File: src/bmp24_pkg.sv
`default_nettype none
// ----------------------------------------------------------------------------
// bmp24_pkg
// Shared types, codes and the byte-offset helper of the 24-bit BMP stream parser.
// ----------------------------------------------------------------------------
package bmp24_pkg;

    localparam int MAX_WIDTH    = 4096;
    localparam int MAX_HEIGHT   = 4096;
    localparam int HDR_LAST     = 53;
    localparam int OUT_BITS     = 79;
    localparam int OUT_BYTES    = (OUT_BITS + 7) / 8;

    typedef enum logic [1:0] {
        EV_PIXEL  = 2'd0,
        EV_HEADER = 2'd1,
        EV_ERROR  = 2'd2
    } event_kind_t;

    typedef enum logic [2:0] {
        ERR_NONE  = 3'd0,
        ERR_SIG   = 3'd1,
        ERR_INFO  = 3'd2,
        ERR_PLANE = 3'd3,
        ERR_DEPTH = 3'd4,
        ERR_COMP  = 3'd5,
        ERR_DIM   = 3'd6
    } error_code_t;

    typedef enum logic [2:0] {
        PH_HEADER,
        PH_PIXEL,
        PH_PAD,
        PH_DONE,
        PH_ERROR
    } phase_t;

    typedef struct packed {
        logic        last_pixel;
        logic [12:0] image_height;
        logic [12:0] image_width;
        logic [7:0]  blue;
        logic [7:0]  green;
        logic [7:0]  red;
        logic [23:0] pixel_index;
        error_code_t error_code;
        event_kind_t event_kind;
    } event_t;

    // Byte position inside its little-endian header field.
    function automatic logic [1:0] field_offset(input logic [5:0] idx);
        logic [5:0] rel;
        begin
            rel = 6'd0;
            if (idx < 6'd2) begin
                rel = idx;
            end else if (idx < 6'd26) begin
                rel = idx - 6'd2;
            end else if (idx < 6'd30) begin
                rel = {5'd0, idx[0]};
            end else begin
                rel = idx - 6'd30;
            end
            return rel[1:0];
        end
    endfunction

endpackage
`default_nettype wire

File: src/bmp24_front.sv
`default_nettype none
// ----------------------------------------------------------------------------
// bmp24_front
// Byte classifier and parse state: header gathering, pixel assembly, padding.
// ----------------------------------------------------------------------------
module bmp24_front (
    input  wire logic              aclk,
    input  wire logic              aresetn,
    input  wire logic              in_valid,
    input  wire logic [7:0]        in_byte,
    input  wire logic              in_sof,
    output logic                   in_ready,
    output logic                   ev_valid,
    output bmp24_pkg::event_t      ev_data,
    input  wire logic              ev_full
);
    import bmp24_pkg::*;

    phase_t      phase_reg, phase_next;
    logic [5:0]  cnt_reg, cnt_next;
    logic [31:0] acc_reg, acc_next;
    error_code_t pend_reg, pend_next;
    logic [12:0] w_reg, w_next, h_reg, h_next;
    logic        wbad_reg, wbad_next, hbad_reg, hbad_next;
    logic [11:0] col_reg, col_next;
    logic [12:0] row_reg, row_next;
    logic [23:0] base_reg, base_next;
    logic [1:0]  bip_reg, bip_next, pad_reg, pad_next;
    logic [7:0]  blue_reg, blue_next, green_reg, green_next;

    logic        take;
    phase_t      ph;
    logic [5:0]  cnt;
    error_code_t pend;
    logic [1:0]  off;
    logic [12:0] col_inc;
    logic [12:0] row_inc;
    logic [25:0] prod;

    assign in_ready = !ev_full;
    assign take     = in_valid && !ev_full;
    assign prod     = (h_reg - 13'd1) * w_reg;

    always_ff @(posedge aclk) begin
        if (!aresetn) begin
            phase_reg <= PH_HEADER;
            cnt_reg   <= '0;
            pend_reg  <= ERR_NONE;
            bip_reg   <= '0;
            pad_reg   <= '0;
        end else begin
            phase_reg <= phase_next;
            cnt_reg   <= cnt_next;
            pend_reg  <= pend_next;
            bip_reg   <= bip_next;
            pad_reg   <= pad_next;
        end
        acc_reg   <= acc_next;
        w_reg     <= w_next;
        h_reg     <= h_next;
        wbad_reg  <= wbad_next;
        hbad_reg  <= hbad_next;
        col_reg   <= col_next;
        row_reg   <= row_next;
        base_reg  <= base_next;
        blue_reg  <= blue_next;
        green_reg <= green_next;
    end

    always_comb begin
        ph         = in_sof ? PH_HEADER : phase_reg;
        cnt        = in_sof ? 6'd0 : cnt_reg;
        pend       = in_sof ? ERR_NONE : pend_reg;
        off        = field_offset(cnt);
        col_inc    = {1'b0, col_reg} + 13'd1;
        row_inc    = row_reg + 13'd1;
        phase_next = phase_reg;
        cnt_next   = cnt_reg;
        acc_next   = acc_reg;
        pend_next  = pend_reg;
        w_next     = w_reg;
        h_next     = h_reg;
        wbad_next  = wbad_reg;
        hbad_next  = hbad_reg;
        col_next   = col_reg;
        row_next   = row_reg;
        base_next  = base_reg;
        bip_next   = bip_reg;
        pad_next   = pad_reg;
        blue_next  = blue_reg;
        green_next = green_reg;
        ev_valid   = 1'b0;
        ev_data    = '0;
        if (take) begin
            phase_next = ph;
            pend_next  = pend;
            unique case (ph)
                PH_HEADER: begin
                    if (off == 2'd0) begin
                        acc_next = {24'd0, in_byte};
                    end else begin
                        acc_next = acc_reg | ({24'd0, in_byte} << {off, 3'd0});
                    end
                    if (pend_next == ERR_NONE) begin
                        unique case (cnt)
                            6'd1:  if (acc_next != 32'h4D42) pend_next = ERR_SIG;
                            6'd17: if (acc_next != 32'd40) pend_next = ERR_INFO;
                            6'd27: if (acc_next != 32'd1) pend_next = ERR_PLANE;
                            6'd29: if (acc_next != 32'd24) pend_next = ERR_DEPTH;
                            6'd33, 6'd37: if (acc_next != 32'd0) pend_next = ERR_COMP;
                            default: ;
                        endcase
                    end
                    if (cnt == 6'd21) begin
                        w_next    = acc_next[12:0];
                        wbad_next = acc_next[31] || (acc_next > 32'(MAX_WIDTH));
                    end
                    if (cnt == 6'd25) begin
                        h_next    = acc_next[12:0];
                        hbad_next = acc_next[31] || (acc_next > 32'(MAX_HEIGHT));
                    end
                    if (cnt != 6'(HDR_LAST)) begin
                        cnt_next = cnt + 6'd1;
                    end else begin
                        cnt_next = cnt;
                        if (pend_next == ERR_NONE && (wbad_reg || hbad_reg)) begin
                            pend_next = ERR_DIM;
                        end
                        ev_valid = 1'b1;
                        if (pend_next != ERR_NONE) begin
                            phase_next         = PH_ERROR;
                            ev_data.event_kind = EV_ERROR;
                            ev_data.error_code = pend_next;
                        end else begin
                            col_next = '0;
                            row_next = '0;
                            bip_next = '0;
                            base_next = prod[23:0];
                            phase_next = (w_reg == 13'd0 || h_reg == 13'd0) ?
                                         PH_DONE : PH_PIXEL;
                            ev_data.event_kind   = EV_HEADER;
                            ev_data.image_width  = w_reg;
                            ev_data.image_height = h_reg;
                        end
                    end
                end
                PH_PIXEL: begin
                    unique case (bip_reg)
                        2'd0: begin
                            blue_next = in_byte;
                            bip_next  = 2'd1;
                        end
                        2'd1: begin
                            green_next = in_byte;
                            bip_next   = 2'd2;
                        end
                        default: begin
                            bip_next             = 2'd0;
                            ev_valid             = 1'b1;
                            ev_data.event_kind   = EV_PIXEL;
                            ev_data.pixel_index  = base_reg + {12'd0, col_reg};
                            ev_data.red          = in_byte;
                            ev_data.green        = green_reg;
                            ev_data.blue         = blue_reg;
                            ev_data.image_width  = w_reg;
                            ev_data.image_height = h_reg;
                            col_next             = col_inc[11:0];
                            if (col_inc >= w_reg) begin
                                col_next = '0;
                                row_next = row_inc;
                                if (row_inc >= h_reg) begin
                                    ev_data.last_pixel = 1'b1;
                                    phase_next         = PH_DONE;
                                end else begin
                                    base_next = base_reg - {11'd0, w_reg};
                                    pad_next  = w_reg[1:0];
                                    if (w_reg[1:0] != 2'd0) phase_next = PH_PAD;
                                end
                            end
                        end
                    endcase
                end
                PH_PAD: begin
                    pad_next = pad_reg - 2'd1;
                    if (pad_reg <= 2'd1) begin
                        pad_next   = 2'd0;
                        phase_next = PH_PIXEL;
                    end
                end
                default: ;
            endcase
        end
    end

endmodule
`default_nettype wire

File: src/bmp24_fifo.sv
`default_nettype none
// ----------------------------------------------------------------------------
// bmp24_fifo
// Two-entry event queue between the parser front and the output stage.
// ----------------------------------------------------------------------------
module bmp24_fifo (
    input  wire logic              aclk,
    input  wire logic              aresetn,
    input  wire logic              push,
    input  wire bmp24_pkg::event_t push_data,
    output logic                   full,
    input  wire logic              pop,
    output logic                   not_empty,
    output bmp24_pkg::event_t      pop_data
);
    import bmp24_pkg::*;

    event_t     mem [2];
    logic       wr_reg, rd_reg;
    logic [1:0] count_reg, count_next;

    assign full      = (count_reg == 2'd2);
    assign not_empty = (count_reg != 2'd0);
    assign pop_data  = mem[rd_reg];

    always_comb begin
        count_next = count_reg;
        if (push && !pop) count_next = count_reg + 2'd1;
        if (!push && pop) count_next = count_reg - 2'd1;
    end

    always_ff @(posedge aclk) begin
        if (!aresetn) begin
            wr_reg    <= 1'b0;
            rd_reg    <= 1'b0;
            count_reg <= '0;
        end else begin
            if (push) wr_reg <= !wr_reg;
            if (pop)  rd_reg <= !rd_reg;
            count_reg <= count_next;
        end
        if (push) mem[wr_reg] <= push_data;
    end

endmodule
`default_nettype wire

File: src/bmp24_back.sv
`default_nettype none
// ----------------------------------------------------------------------------
// bmp24_back
// Output register: drain the queue and pack events onto the master stream.
// ----------------------------------------------------------------------------
module bmp24_back (
    input  wire logic                                aclk,
    input  wire logic                                aresetn,
    input  wire logic                                q_valid,
    input  wire bmp24_pkg::event_t                   q_data,
    output logic                                     q_pop,
    output logic                                     m_tvalid,
    input  wire logic                                m_tready,
    output logic [8*bmp24_pkg::OUT_BYTES-1:0]        m_tdata,
    output logic                                     m_tlast
);
    import bmp24_pkg::*;

    logic   vld_reg;
    event_t ev_reg;

    assign q_pop    = q_valid && (!vld_reg || m_tready);
    assign m_tvalid = vld_reg;
    assign m_tlast  = ev_reg.last_pixel;
    assign m_tdata  = {1'b0, ev_reg.image_height, ev_reg.image_width, ev_reg.blue,
                       ev_reg.green, ev_reg.red, ev_reg.pixel_index,
                       ev_reg.error_code, ev_reg.event_kind};

    always_ff @(posedge aclk) begin
        if (!aresetn) begin
            vld_reg <= 1'b0;
        end else if (q_pop) begin
            vld_reg <= 1'b1;
        end else if (m_tready) begin
            vld_reg <= 1'b0;
        end
        if (q_pop) ev_reg <= q_data;
    end

endmodule
`default_nettype wire

File: src/bmp24_stream_parser.sv
`default_nettype none
// ----------------------------------------------------------------------------
// bmp24_stream_parser
// 24-bit uncompressed BMP byte-stream parser with RGB pixel output.
// ----------------------------------------------------------------------------
// Feed the file one byte per word; tuser high marks the first byte of a file
// and restarts the parse. The 54 header bytes give one header word (width,
// height) or one error word; pixel bytes then give one RGB word per pixel
// with a row-flipped index, and tlast marks the final pixel. Row padding and
// bytes after completion or an error give no word. The block takes one byte
// per clock unless the queue is full; each byte updates the parse counters; a
// two-entry queue plus an output register keep input and output stalls apart.
module bmp24_stream_parser (
    input  wire logic                          aclk,
    input  wire logic                          aresetn,
    input  wire logic                          s_tvalid,
    output logic                               s_tready,
    input  wire logic [7:0]                    s_tdata,   // [7:0] data_byte
    input  wire logic                          s_tuser,   // [0] start_of_file
    output logic                               m_tvalid,
    input  wire logic                          m_tready,
    // [1:0] event_kind, [4:2] error_code, [28:5] pixel_index, [36:29] red,
    // [44:37] green, [52:45] blue, [65:53] image_width, [78:66] image_height
    output logic [8*bmp24_pkg::OUT_BYTES-1:0]  m_tdata,
    output logic                               m_tlast    // last_pixel
);
    import bmp24_pkg::*;

    logic   ev_valid, q_full, q_pop, q_valid;
    event_t ev_data, q_data;

    // Front: classify each byte and advance parse state.
    bmp24_front u_front (
        .aclk     (aclk),
        .aresetn  (aresetn),
        .in_valid (s_tvalid),
        .in_byte  (s_tdata),
        .in_sof   (s_tuser),
        .in_ready (s_tready),
        .ev_valid (ev_valid),
        .ev_data  (ev_data),
        .ev_full  (q_full)
    );

    // Queue: hold events while the output side stalls.
    bmp24_fifo u_fifo (
        .aclk      (aclk),
        .aresetn   (aresetn),
        .push      (ev_valid),
        .push_data (ev_data),
        .full      (q_full),
        .pop       (q_pop),
        .not_empty (q_valid),
        .pop_data  (q_data)
    );

    // Back: register and pack results.
    bmp24_back u_back (
        .aclk     (aclk),
        .aresetn  (aresetn),
        .q_valid  (q_valid),
        .q_data   (q_data),
        .q_pop    (q_pop),
        .m_tvalid (m_tvalid),
        .m_tready (m_tready),
        .m_tdata  (m_tdata),
        .m_tlast  (m_tlast)
    );

`ifndef SYNTHESIS
    a_no_push_when_full: assert property (@(posedge aclk) disable iff (!aresetn)
        q_full |-> !ev_valid)
        else $error("event pushed into full queue");
    a_last_is_pixel: assert property (@(posedge aclk) disable iff (!aresetn)
        (m_tvalid && m_tlast) |-> (m_tdata[1:0] == EV_PIXEL))
        else $error("tlast on non-pixel word");
    a_error_has_code: assert property (@(posedge aclk) disable iff (!aresetn)
        (m_tvalid && m_tdata[1:0] == EV_ERROR) |-> (m_tdata[4:2] != ERR_NONE))
        else $error("error word without code");
    a_pop_only_valid: assert property (@(posedge aclk) disable iff (!aresetn)
        q_pop |-> q_valid)
        else $error("pop from empty queue");
`endif

endmodule
`default_nettype wire

File: config.mk
export PLATFORM = sky130hd
export DESIGN_NAME = bmp24_stream_parser
export DESIGN_NICKNAME = d
export VERILOG_FILES = /design/src/bmp24_pkg.sv /design/src/bmp24_front.sv /design/src/bmp24_fifo.sv /design/src/bmp24_back.sv /design/src/bmp24_stream_parser.sv
export SDC_FILE = /design/constraint.sdc
export NUM_CORES = 1
export LEC_CHECK = 0
export BUFFER_PORTS_ARGS = -buffer_cell sky130_fd_sc_hd__buf_2
export CAP_MARGIN = 30
export CORE_MARGIN = 2
export CORE_UTILIZATION = 35
export CTS_CLUSTER_DIAMETER = 80
export CTS_CLUSTER_SIZE = 14
export DETAILED_ROUTE_END_ITERATION = 8
export RECOVER_POWER = 100
export SYNTH_ARGS = -nofsm -noshare
export SYNTH_HDL_FRONTEND = slang
export SYNTH_SLANG_ARGS = --single-unit
File: constraint.sdc
create_clock -name aclk -period 8.33 [get_ports aclk]
set_input_delay 0.833 -clock aclk [delete_from_list [all_inputs] [get_ports aclk]]
set_output_delay 0.833 -clock aclk [all_outputs]
set_load 0.1 [all_outputs]
== After elaboration in Yosys (flattened, before gate mapping) ==
Memory sizes are Yosys's and may differ from the RTL's. A register that Yosys moved wholly into a read port is not among the register bits.
Index checks and enable logic that the tools add are counted.

* RAM bits: 160
* Input port bits: 13
* Output and inout bits: 83
* Memories kept: 1
* Bits in registers: 146

{| class="wikitable"
|+ Memory list
! memory !! words !! width !! read ports !! clocked after memory_dff !! wr ports !! line !! RTL
|-
| u_fifo.mem || 2 || 80 || 1 || 1 || 1 || bmp24_fifo.sv:18 || <nowiki>event_t mem [2];</nowiki>
|}

* Eq/ne operators: 22
* Bitwise operators: 1
* $lt $le $gt $ge: 7
* Multipliers: 1
* Add/subtract/negate cells: 11
* Shifts and indexed selects: 1
* Reduce and logical (&&, ||, !) cells: 42
* Multiplexer cells: 83

{| class="wikitable"
|+ Operators with widths
! kind !! count
|-
| 2-to-1 mux 24 bit || 5
|-
| 2-to-1 mux 32 bit || 3
|-
| 2-to-1 mux 80 bit || 1
|-
| 2-to-1 mux 3 bit || 25
|-
| 2-to-1 mux 75 bit || 1
|-
| 2-to-1 mux 13 bit || 4
|-
| 2-to-1 mux 26 bit || 2
|-
| one-hot mux 26 bit (2 select lines) || 1
|-
| 2-to-1 mux 12 bit || 4
|-
| 2-to-1 mux 48 bit || 1
|-
| one-hot mux 24 bit (2 select lines) || 1
|-
| greater-than comparator 32 x 13 -> 1 bit, second input constant || 1
|-
| != test 32 x 1 -> 1 bit, second input constant || 1
|-
| != test 32 x 15 -> 1 bit, second input constant || 1
|-
| != test 32 x 5 -> 1 bit, second input constant || 1
|-
| != test 32 x 6 -> 1 bit, second input constant || 1
|-
| bitwise OR 32 bit || 1
|-
| nonzero test 32 bit || 1
|-
| << shifter 8 x 5 -> 32 bit || 1
|-
| equality test 6 x 5 -> 1 bit, second input constant || 5
|-
| 2-to-1 mux 2 bit || 14
|-
| greater-or-equal comparator 13 bit || 2
|-
| zero test 13 bit || 2
|-
| multiplier 26 x 13 -> 24 bit || 1
|-
| other kinds (44) || 88
|}

== Logic depth before layout (Yosys ltp) ==
Gate-level depths: netlist of the first run.

* Depth in word-level cells: 27
* Gate-level depth with buffers: 26
* Mapped depth without buffers: 25

== Cells and area by module ==
A second synthesis of the first run with hierarchy kept.

* Cells, all modules: 2091
* Area total of the unflattened synthesis: 24128.1 um^2

{| class="wikitable"
|+ Modules (own cells, without submodules)
! module !! seq. area each (um^2) !! area each (um^2) !! cells each !! times used
|-
| bmp24_front || 4073.9 || 15697.6 || 1734 || 1
|-
| bmp24_fifo || 4904.7 || 5969.5 || 271 || 1
|-
| bmp24_back || 2422.3 || 2461.1 || 86 || 1
|}

== Least setup slack after synthesis of the first run ==
No wires, ideal clock.

* Path kind: in2reg
* From: input s_tuser
* To: memory u_fifo.mem[1][0] in the netlist's numbering, enable pin
* Setup slack: 1660 ps
* Stages on the path: 10
* Data arrival time: 6141 ps
* Setup time: 530 ps
* Path through: clkbuf_1 -> inv_1 -> clkbuf_1 -> nand2_1 -> ha_1 -> nor4bb_1 -> nand3_1 -> nor2_1 -> nor2_1 -> nor2b_1

* Cells in the longest elaborated chain, start to end: 7
* Elaborated cells on any way between the ends: 10
* Classes of those cells: eq/ne: 2; mux: 7; reduce/logical: 1

{| class="wikitable"
|+ Ends and longest elaborated chain
! item !! line !! RTL
|-
| from (decl) || bmp24_stream_parser.sv:19 || <nowiki>input wire logic s_tuser,</nowiki>
|-
| 2-to-1 mux 6 bit || bmp24_front.sv:72 || <nowiki>cnt = in_sof ? 6'd0 : cnt_reg;</nowiki>
|-
| != test 6 bit || bmp24_front.sv:122 || <nowiki>if (cnt != 6'(HDR_LAST)) begin</nowiki>
|-
| 2-to-1 mux 1 bit || bmp24_front.sv:122 ||
|-
| one-hot mux 1 bit (2 select lines) * || bmp24_front.sv:97 || <nowiki>unique case (ph)</nowiki>
|-
| 2-to-1 mux 1 bit * || bmp24_front.sv:94 || <nowiki>if (take) begin</nowiki>
|-
| 2-to-1 mux 1 bit * || bmp24_fifo.sv:42 || <nowiki>if (push) mem[wr_reg] <= push_data;</nowiki>
|-
| 2-to-1 mux 1 bit (implied by the code) * || bmp24_fifo.sv:42 ||
|-
| to (decl) || bmp24_fifo.sv:18 ||
|}

Every way passes the cells marked *; elsewhere a longest branch is shown, timed or not.

== Worst setup path after layout of the first run ==
* From: register u_front.h_reg[0]
* To: register u_front.base_reg[22] (data pin)

* Cells in the longest elaborated chain, start to end: 5

{| class="wikitable"
|+ Ends and longest elaborated chain
! item !! line !! RTL
|-
| from (decl) || bmp24_front.sv:23 || <nowiki>logic [12:0] w_reg, w_next, h_reg, h_next;</nowiki>
|-
| from (signal assigned) || bmp24_front.sv:60 || <nowiki>h_reg <= h_next;</nowiki>
|-
| subtractor 13 x 1 -> 14 bit || bmp24_front.sv:42 || <nowiki>assign prod = (h_reg - 13'd1) * w_reg;</nowiki>
|-
| multiplier 26 x 13 -> 24 bit || bmp24_front.sv:42 ||
|-
| 2-to-1 mux 24 bit || bmp24_front.sv:130 || <nowiki>if (pend_next != ERR_NONE) begin</nowiki>
|-
| 2-to-1 mux 24 bit || bmp24_front.sv:122 ||
|-
| one-hot mux 24 bit (2 select lines) || bmp24_front.sv:97 ||
|-
| to (signal assigned) || bmp24_front.sv:65 || <nowiki>base_reg <= base_next;</nowiki>
|-
| to (decl) || bmp24_front.sv:27 || <nowiki>logic [23:0] base_reg, base_next;</nowiki>
|}

Every way passes these cells. The select of a mux whose other input is x is not followed.
A chain may end at the register's enable or synchronous reset.

==> results of run 1 <==
## cells in the mapped netlist (6+ instances only)
cell type  count  area share, %
edfxtp_1     365             46
inv_1        235            3.7
nand2_1      197            3.1
fa_1         157             13
nor2_1       125            2.0
and2_1       110            2.9
ha_1         102            5.4
mux2_2        81            3.9
a21oi_1       74            1.6
xnor2_1       71            2.6
clkbuf_1      68            1.1
nand3_1       49            1.0
o21ai_0       48            1.0
nor3_1        34           0.72
nor2b_1       33           0.87
xor2_1        31            1.1
dfxtp_1       21            1.8
nor4_1        20           0.53
and3_1        19           0.50
nand2b_1      17           0.45
a21o_1        15           0.48
nand4_1       15           0.40
a31oi_1       13           0.34
or3_1         11           0.29
or2_2         10           0.26
a22o_1         8           0.30
a21boi_0       7           0.22
o21a_1         7           0.22
o31ai_1        7           0.22
a41oi_1        6           0.22
## cell families after synthesis
kind of cell,count (synthesis)
AO/OA/AOI/OAI,231
multiplexers,82
other,1
flip-flops,386
AND/OR/NAND/NOR,663
XOR/XNOR,102
adder cells (fa/ha/maj),259
buffers and inverters,312
## final cells by class
| class | count | area (µm²) | area share, % |
|---|---|---|---|
| clock buffer | 48 | 903 | 3.49 |
| clock inverter | 5 | 61.3 | 0.237 |
| inverter | 235 | 882 | 3.41 |
| multi-input combinational | 1338 | 11000 | 42.6 |
| sequential | 386 | 11400 | 44.0 |
| tap | 873 | 1090 | 4.22 |
| timing repair buffer | 124 | 522 | 2.02 |
## where the power goes
part	switching, mW	leakage [nW]	internal (mW)
clock network	0.694	0.467	0.764
logic	0.698	5.82	0.176
registers	0.0570	3.55	2.27
total	1.45	9.84	3.21
## critical path, stage by stage, from the launching register on
cell      delay (ns)
edfxtp_1        0.71
inv_1           0.24
ha_1            0.35
xor2_1          0.15
clkbuf_1        0.56
nand2_1         0.17
fa_1            0.54
fa_1            0.53
fa_1            0.55
inv_1           0.06
fa_1            0.53
inv_1           0.06
fa_1            0.52
inv_1           0.04
ha_1            0.34
a21oi_1         0.13
o21ai_0         0.12
a21o_1          0.20
a41o_1          0.25
a41oi_1         0.32
a21oi_1         0.12
a21oi_1         0.19
xor2_1          0.15
o21ai_0         0.08
## path summary, 6_finish.rpt
path / to / from
max reg2reg: u_front.base_reg[22] / u_front.h_reg[0]
min reg2reg: u_front.cnt_reg[0] / u_front.cnt_reg[0]
max: u_front.base_reg[22] / u_front.h_reg[0]
min: u_front.cnt_reg[0] / u_front.cnt_reg[0]
## per-stage QoR
stage	setup slack, ns	cell area [µm²]	util [%]
2_1_floorplan	1.66	23600	-
3_3_place_gp	1.54	25100	37.5
3_5_place_dp	1.40	25200	37.6
4_1_cts	1.37	26100	39.0
5_1_grt	0.665	25900	38.6
6_report	1.09	25900	38.6
## layer usage
metal / global-route usage [%] / vias to the layer above
met2: 26.0 / 412
li1: - / 7122
met3: 2.17 / 81
met1: 20.7 / 7695
met5: 0 / -
met4: 4.79 / 0
==> results.tsv, run 1 <==
metric	value	unit
Residual DRC	0	
Synthesized Nets	2308	
top sig layer	met4	
reg2reg setup slack	1.09	ns
most common cell after layout, fill and taps aside	edfxtp_1	
CTS resizes	0	
Synth cell types	72	
CTS root buffer	clkbuf_16	
Final Setup Violations	0	
met2 WL	25.5	mm
All-Layer GR Usage	15.5	%
maximum clock path buffer count	3	
Congestion Overflow GR	0	
largest net degree at the start of global routing	65	
I/O pin count	96	
post-DR wirelength/cell	17.6	µm
filler cell count	6499	
Final min period	7.24	ns
post-synthesis xor/xnor area fraction	3.78	%
die area	69600	µm²
Mean Syn Cell Area	11.6	µm²
WP data arrival	7.45	ns
CTS clk-pin slew, worst paths	0.07	ns
crit path launch type	register	
M1 WL	23.2	mm
Final #Nets	2391	
total core area	67000	µm²
Clk Latency, worst-skew pair	0.56	ns
vias in the first global route	16200	
failing checks	max-capacitance violations, max-slew violations	
post-synthesis register bit count	386	
ANT nets after route	0	
synthesized cell area	23600	µm²
Final Skew	0.0294	ns
Hold Fails Final Rpt	0	
fraction of layout cells with a size suffix above 1	6.69	%
first-pass GRT wire length	86.5	mm
CTS tree	built	
Worst VDD drop	0.147	mV
Setup TNS	0	ns
die width	264	µm
Critical Path RT	8.54	ns
antenna violations before repair	2	
RSZ-0062 raised after global routing	no	
Slew @ Worst Pin	3.32	ns
Cell Count, Final, Fillers Out	3009	
most frequent cells in the layout	365 x edfxtp_1, 235 x inv_1, 197 x nand2_1	
dpl hpwl	37.8	mm
CP Max Fanout	14	
Max Freq	0.138	GHz
# port buffers	94	
DR vias	15300	
area added between synthesis and finish	9.51	%
via-per-instance ratio	5.09	
RD Place Congestion	0.854	
CTS Sinks	386	
main combinational cell family by area after synthesis	adder cells	
crit share post-route	86.9	%
Simple-Gate Fraction of Synth Area	13.9	%
Worst Hold Class	reg -> reg	
Async S/R FF share, synth	0	%
antenna diode count	0	
Die Ht	264	µm
crit end category	register	
Reg2Reg Depth	23	
Post-Syn Instances	2036	
Slew Viols, Final	409	
CTS Hold Bufs	0	
EDFF count, synth	365	
outcome	complete, but fails checks	
Iteration-0 DRC Markers	1119	
met3 wire length	2.99	mm
Hold Path Depth	2	
Compound-Gate Fraction of Synth Area	6.40	%
P per Cell Area	180	nW/µm²
WS Path Type	reg -> reg	
CTS H-tree depth	2	
slew margin rel.	-122	%
MaxCap Viol Count	10	
Overall Power	4.66	mW
mux share of post-synthesis cell area	3.90	%
Post-CTS Setup Bufs	0	
Yosys warnings	0	
row count	95	
max FFs per register	160	
first-pass detailed-route iteration total	6	
Synth Flop Type	edfxtp_1	
Post-Place Cells	2954	
leak pwr	9.84	nW
Synth Area in Adders	18.7	%
Initial Utilization	35.2	%
sequential-to-total area share from yosys stat	48.2	%
total CTS buffers	34	
WHS	0.514	ns
final WL	53.0	mm
Power figures use the tool's default switching activity.
==> inputs of run 2 (changes only) <==
Settings changed: ABC_AREA set to 1.
Clock period 8.33 ns to 7.21 ns, I/O delays scaled along.
==> run 2 against run 1 <==
Against the previous run: critical path depth rose by 7; the flow still finishes with violations (max-capacitance violations, max-slew violations); combinational power grew to 2.7 times the previous value; via count up 9.5%; clock power grew 21%; utilization decreased by 0.093 points; first-iteration DRC count is 2.2% higher; highest routed layer unchanged; register-to-register slack got worse by 0.63 ns; clock-buffer cell count grew 1.
==> results.tsv, run 2 <==
metric	value	unit	change
Pint	4.12	mW	was 3.21 mW
Yosys warnings	0		unchanged
most frequent cell after synthesis	nand2_1		was edfxtp_1
Worst Hold Class	in -> reg		was reg -> reg
first-pass GRT wire length	90.2	mm	was 86.5 mm
Synthesized Nets	2805		was 2308
post-synthesis register bit count	386		unchanged
RD Place Congestion	0.876		was 0.854
outcome	complete, but fails checks		unchanged
# port buffers	94		unchanged
Synth cell types	55		was 72
antenna violations before repair	0		was 2
first-pass detailed-route iteration total	5		was 6
WP data arrival	7.03	ns	was 7.45 ns
Simple-Gate Fraction of Synth Area	18.8	%	was 13.9%
Post-Syn Instances	2533		was 2036
post-DR wirelength/cell	16.2	µm	was 17.6 µm
fin util	38.5	%	was 38.6%
Setup TNS	0	ns	unchanged
CP Max Fanout	10		was 14
P_sw	3.00	mW	was 1.45 mW
commonest cells in the netlist	640 x nand2_1, 434 x inv_1, 365 x edfxtp_1, 281 x nor2_1, 157 x fa_1		was 365 x edfxtp_1, 235 x inv_1, 197 x nand2_1, 157 x fa_1, 125 x nor2_1
most common cell after layout, fill and taps aside	nand2_1		was edfxtp_1
Synth Area in Adders	18.4	%	was 18.7%
Hold Fails Final Rpt	0		unchanged
Compound-Gate Fraction of Synth Area	5.59	%	was 6.40%
Hold Path Depth	4		was 2
combinational power share	33.1	%	was 18.8%
total core area	68200	µm²	was 67000 µm²
Iteration-0 DRC Markers	1144		was 1119
vias in the first global route	16600		was 16200
max FFs per register	160		unchanged
Mean Syn Cell Area	9.48	µm²	was 11.6 µm²
Slew Viols, Final	310		was 409
CTS clk-pin slew, worst paths	0.07	ns	about the same
Final Setup Violations	0		unchanged
EDFF count, synth	365		unchanged
failing checks	max-capacitance violations, max-slew violations		unchanged
I/O pin count	96		unchanged
Async S/R FF share, synth	0	%	unchanged
maximum clock path buffer count	3		unchanged
largest net degree at the start of global routing	56		was 65
sequential power share	42.2	%	was 49.9%
Final #Nets	2902		was 2391
leak pwr	11.4	nW	was 9.84 nW
Max Freq	0.148	GHz	was 0.138 GHz
reg2reg setup slack	0.46	ns	was 1.09 ns
MaxCap Viol Count	8		was 10
Initial Utilization	35.2	%	about the same
clock power share	24.7	%	was 31.3%
synthesized cell area	24000	µm²	was 23600 µm²
Post-CTS Setup Bufs	0		unchanged
Synth Flop Type	edfxtp_1		unchanged
critical path's slowest cell	fa_1		was edfxtp_1
switching fraction of total power	42.1	%	was 31.1%
crit end category	register		unchanged
Congestion Overflow GR	0		unchanged
ANT nets after route	0		unchanged
mux share of post-synthesis cell area	0	%	was 3.90%
crit path launch type	register		unchanged
via-per-instance ratio	4.75		was 5.09
area added between synthesis and finish	9.37	%	was 9.51%
Final Skew	0.0376	ns	was 0.0294 ns
RSZ-0062 raised after global routing	no		unchanged
Reg2Reg Depth	30		was 23
die width	266	µm	was 264 µm
Final min period	6.75	ns	was 7.24 ns
dpl hpwl	42.3	mm	was 37.8 mm
Critical Path RT	7.49	ns	was 8.54 ns
antenna diode count	0		unchanged
total CTS buffers	35		was 34
All-Layer GR Usage	16.3	%	was 15.5%
top cell type's share of synthesized area	45.6	%	was 46.4%
filler cell count	6857		was 6499
Worst VDD drop	0.204	mV	was 0.147 mV
leading post-synthesis cells by cell area	edfxtp_1 46%, fa_1 13%, nand2_1 10%		was edfxtp_1 46%, fa_1 13%, ha_1 5.4%
fraction of layout cells with a size suffix above 1	4.00	%	was 6.69%
CTS tree	built		unchanged
DR vias	16800		was 15300
Slew @ Worst Pin	3.19	ns	was 3.32 ns
post-synthesis xor/xnor area fraction	1.46	%	was 3.78%
row count	96		was 95
Crit path largest cell delay	0.54	ns	was 0.71 ns
main combinational cell family by area after synthesis	simple AND/OR/NAND/NOR gates		was adder cells
WS Path Type	reg -> reg		unchanged
Die Ht	266	µm	was 264 µm
P per Cell Area	271	nW/µm²	was 180 nW/µm²
final WL	57.1	mm	was 53.0 mm
die area	70700	µm²	was 69600 µm²
most used cell, CP	nand2_1		was fa_1
Residual DRC	0		unchanged
Synth area leader	edfxtp_1		unchanged
Clk Latency, worst-skew pair	0.57	ns	was 0.56 ns
most frequent cells in the layout	644 x nand2_1, 433 x inv_1, 365 x edfxtp_1		was 365 x edfxtp_1, 235 x inv_1, 197 x nand2_1
crit share post-route	93.7	%	was 86.9%
CTS Sinks	386		unchanged
CTS root buffer	clkbuf_16		unchanged
sequential-to-total area share from yosys stat	47.4	%	was 48.2%
slew margin rel.	-113	%	was -122%
CTS H-tree depth	2		unchanged
run 2: cell types whose count changed in the layout (fill, tap and decap cells not counted), sizes merged, moves of 17 or more:
cell,change
nand2b,-17
and2,-112
o21ai,+42
nand2,+455
nor2b,-33
mux2,-81
inv,+205
nor3,+19
a21oi,+27
and3,-18
xnor2,-60
nor2,+161
run 2: critical path, delay by kind of cell, from the launching register on:
kind | cells | cell delay, ns
flops | 1 | 0.44
fa+ha+maj | 6 | 2.86
simple gates | 10 | 0.97
buf+inv | 5 | 0.44
compound gates | 9 | 1.74
run 2: timing repair:
item / CTS / global route
endpoints found under the setup margin: 0 / 4
hold buffers: 0 / 0
resized for setup: 0 / 8
run 2: area by class of cell:
type	count	area (µm²)	area share, %
well taps	882	1100	4.20
flip-flops and latches	386	11400	43.3
multi-input cells	1629	10500	40.1
repair buffers	125	527	2.01
clock inverters	7	71.3	0.272
inverters	453	1710	6.49
clock buffers	49	950	3.62
run 2: logic make-up after synthesis:
logic type | after synthesis
simple gates | 1087
compound gates | 242
flops | 386
other cells | 1
fa+ha+maj | 259
buf+inv | 518
xor+xnor | 40
run 2: metrics by stage:
step / total power [mW] / setup WS (ns) / std cells / hold WS (ns) / instance area, µm²
after CTS: 7.30 / 0.247 / 3531 / 0.442 / 26600
after detailed placement: 5.53 / 0.278 / 3475 / 0.461 / 25600
final: 7.12 / 0.455 / 3531 / 0.453 / 26300
after global placement: 5.48 / 0.457 / 3470 / 0.453 / 25500
after global routing: 7.47 / 0.00512 / 3531 / 0.467 / 26300
after floorplan: 4.90 / 0.392 / 2533 / 0.443 / 24000
run 2: final timing paths:
path,startpoint,to
setup reg to reg,u_front.h_reg[2],u_front.base_reg[23]
setup / recovery,u_front.h_reg[2],u_front.base_reg[23]
hold reg to reg,u_front.cnt_reg[1],u_front.cnt_reg[1]
hold / removal,m_tready,u_back.m_tvalid
run 2: metal layers:
layer	vias up	track usage, %	part of all wire, %
met2	311	28.3	49
li1	8298	-	-
met3	101	2.84	4.4
met1	8053	20.5	43
met4	0	5.72	3.3
met5	-	0	0
run 2: power groups by stage:
stage / Combinational [mW] / Sequential (mW) / Clock [mW]
floorplan: 0.729 / 4.17 / 0
global placement: 2.44 / 3.04 / 0
detailed placement: 2.49 / 3.04 / 0
CTS: 2.49 / 2.99 / 1.82
global route: 2.53 / 3.04 / 1.90
finish: 2.36 / 3.01 / 1.76
==> inputs of run 3 (changes only) <==
Settings changed: PLACE_DENSITY set to 0.49.
==> run 3 against run 2 <==
Against the previous run: clock power decreased by 3%; final cell count stayed put; non-clock buffer count up 9; register-to-register slack gained 0.12 ns; clock-buffer cell count decreased by 9; design area is essentially flat; the run still ends with max-capacitance violations, max-slew violations left; critical endpoint unchanged; sequential cell count did not move.
==> results.tsv, run 3 (same netlist as run 2, synthesis figures left out) <==
metric	value	unit	change
reg2reg setup slack	0.58	ns	was 0.46 ns
most used cell, CP	nand2_1		unchanged
Slew Viols, Final	234		was 310
I/O pin count	96		unchanged
CTS H-tree depth	2		unchanged
Iteration-0 DRC Markers	1223		was 1144
RD Place Congestion	0.874		was 0.876
RR Startpoint	u_front.h_reg[0]		was u_front.h_reg[2]
P per Cell Area	263	nW/µm²	was 271 nW/µm²
CTS tree	built		unchanged
ANT nets after route	0		unchanged
die width	266	µm	unchanged
via-per-instance ratio	4.78		was 4.75
FF-to-FF End	u_front.base_reg[23]		unchanged
vias in the first global route	16900		was 16600
crit path launch type	register		unchanged
Residual DRC	0		unchanged
Reg2Reg Depth	32		was 30
crit share post-route	92.0	%	was 93.7%
hold_sp	u_front.pend_reg[0]		was m_tready
crit end category	register		unchanged
Worst Hold Class	reg -> reg		was in -> reg
CTS clk-pin slew, worst paths	0.07	ns	about the same
WHS Endpoint	u_front.pend_reg[0]		was u_back.m_tvalid
die area	70700	µm²	unchanged
final WL	58.6	mm	was 57.1 mm
# port buffers	94		unchanged
Congestion Overflow GR	0		unchanged
row count	96		unchanged
max FFs per register	160		unchanged
Final WS setup	0.575	ns	was 0.455 ns
RSZ-0062 raised after global routing	no		unchanged
filler cell count	6865		was 6857
slew margin rel.	-163	%	was -113%
maximum clock path buffer count	3		unchanged
dpl cell area	25600	µm²	about the same
Hold Fails Final Rpt	0		unchanged
Final Setup Violations	0		unchanged
Slew @ Worst Pin	3.94	ns	was 3.19 ns
MaxCap Viol Count	5		was 8
Crit path largest cell delay	0.54	ns	about the same
first-pass detailed-route iteration total	7		was 5
dpl hpwl	43.4	mm	was 42.3 mm
critical path's slowest cell	fa_1		unchanged
failing checks	max-capacitance violations, max-slew violations		unchanged
fraction of layout cells with a size suffix above 1	4.42	%	was 4.00%
fin util	38.5	%	about the same
All-Layer GR Usage	16.8	%	was 16.3%
CTS root buffer	clkbuf_16		unchanged
Setup TNS	0	ns	unchanged
Initial Utilization	35.2	%	unchanged
Die Ht	266	µm	unchanged
Final #Nets	2910		was 2902
first-pass GRT wire length	93.4	mm	was 90.2 mm
CTS Sinks	386		unchanged
pre-CTS setup slack	0.244	ns	was 0.278 ns
most common cell after layout, fill and taps aside	nand2_1		unchanged
CP Max Fanout	7		was 10
outcome	complete, but fails checks		unchanged
antenna violations before repair	0		unchanged
area added between synthesis and finish	9.46	%	was 9.37%
Final Skew	0.0342	ns	was 0.0376 ns
Critical Path RT	7.48	ns	was 7.49 ns
leak pwr	11.5	nW	was 11.4 nW
Worst VDD drop	0.197	mV	was 0.204 mV
WHS	0.466	ns	was 0.453 ns
total core area	68200	µm²	unchanged
Clk Latency, worst-skew pair	0.56	ns	was 0.57 ns
final instance area	26300	µm²	about the same
Max Freq	0.151	GHz	was 0.148 GHz
WP data arrival	6.91	ns	was 7.03 ns
most frequent cells in the layout	644 x nand2_1, 431 x inv_1, 365 x edfxtp_1		was 644 x nand2_1, 433 x inv_1, 365 x edfxtp_1
largest net degree at the start of global routing	83		was 56
Final min period	6.63	ns	was 6.75 ns
total CTS buffers	34		was 35
DR vias	16900		was 16800
post-DR wirelength/cell	16.6	µm	was 16.2 µm
Hold Path Depth	2		was 4
WS Path Type	reg -> reg		unchanged
-- run 3: worst max-delay path by stage --
| stage | end | cells after the start | from | slack (ns) |
|---|---|---|---|---|
| 2_1_floorplan | u_fifo.mem[1][0] | 8 | u_fifo.count_reg[0] | 0.39 |
| 3_3_place_gp | u_front.base_reg[23] | 30 | u_front.h_reg[0] | 0.44 |
| 3_5_place_dp | u_front.base_reg[23] | 30 | u_front.h_reg[0] | 0.24 |
| 4_1_cts | u_front.base_reg[23] | 30 | u_front.h_reg[0] | 0.20 |
| 5_1_grt | u_front.base_reg[22] | 28 | u_front.h_reg[0] | 0.01 |
| 6_report | u_front.base_reg[23] | 32 | u_front.h_reg[0] | 0.58 |
-- run 3: worst max-delay path, delay by kind of cell (launching register included) --
family / cells / cell delay, ns
AOI/OAI and AO/OA: 7 / 1.05
adders and majority gates: 7 / 3.05
buffers and inverters: 7 / 0.78
DFF: 1 / 0.40
and+or+nand+nor: 11 / 1.07
-- run 3: layout make-up --
class | instances | area (µm²) | area share [%]
multi-input combinational | 1629 | 10500 | 40.0
inverter | 453 | 1710 | 6.49
timing repair buffer | 134 | 611 | 2.32
clock buffer | 40 | 895 | 3.40
clock inverter | 6 | 80.1 | 0.305
antenna | 1 | 2.50 | 0.00952
sequential | 386 | 11400 | 43.3
tap | 882 | 1100 | 4.20
-- run 3: power breakdown --
part	leakage, nW	internal [mW]	switching (mW)
logic	7.37	0.307	1.95
clock network	0.477	0.892	0.807
registers	3.66	2.86	0.0931
total	11.5	4.06	2.85
-- run 3: metrics by stage --
| stage | instances | power, mW |
|---|---|---|
| detailed placement | 3479 | 5.32 |
| global route | 3530 | 7.24 |
| floorplan | 2533 | 4.90 |
| global placement | 3477 | 5.29 |
| CTS | 3525 | 7.03 |
| finish | 3531 | 6.91 |
-- run 3: routing by layer --
layer  vias up  GRT usage (%)  part of all wire (%)
met5         -              0                     0
met4         0           4.77                   2.5
met3        95           2.44                   5.1
met2       411           27.6                    47
met1      8114           23.2                    46
li1       8272              -                     -
-- run 3: timing repair --
| item | in CTS | in global routing |
|---|---|---|
| buffers inserted | 0 | 4 |
| setup endpoints to repair | 0 | 6 |
| hold buffers | 0 | 0 |
| gates resized for setup | 0 | 14 |
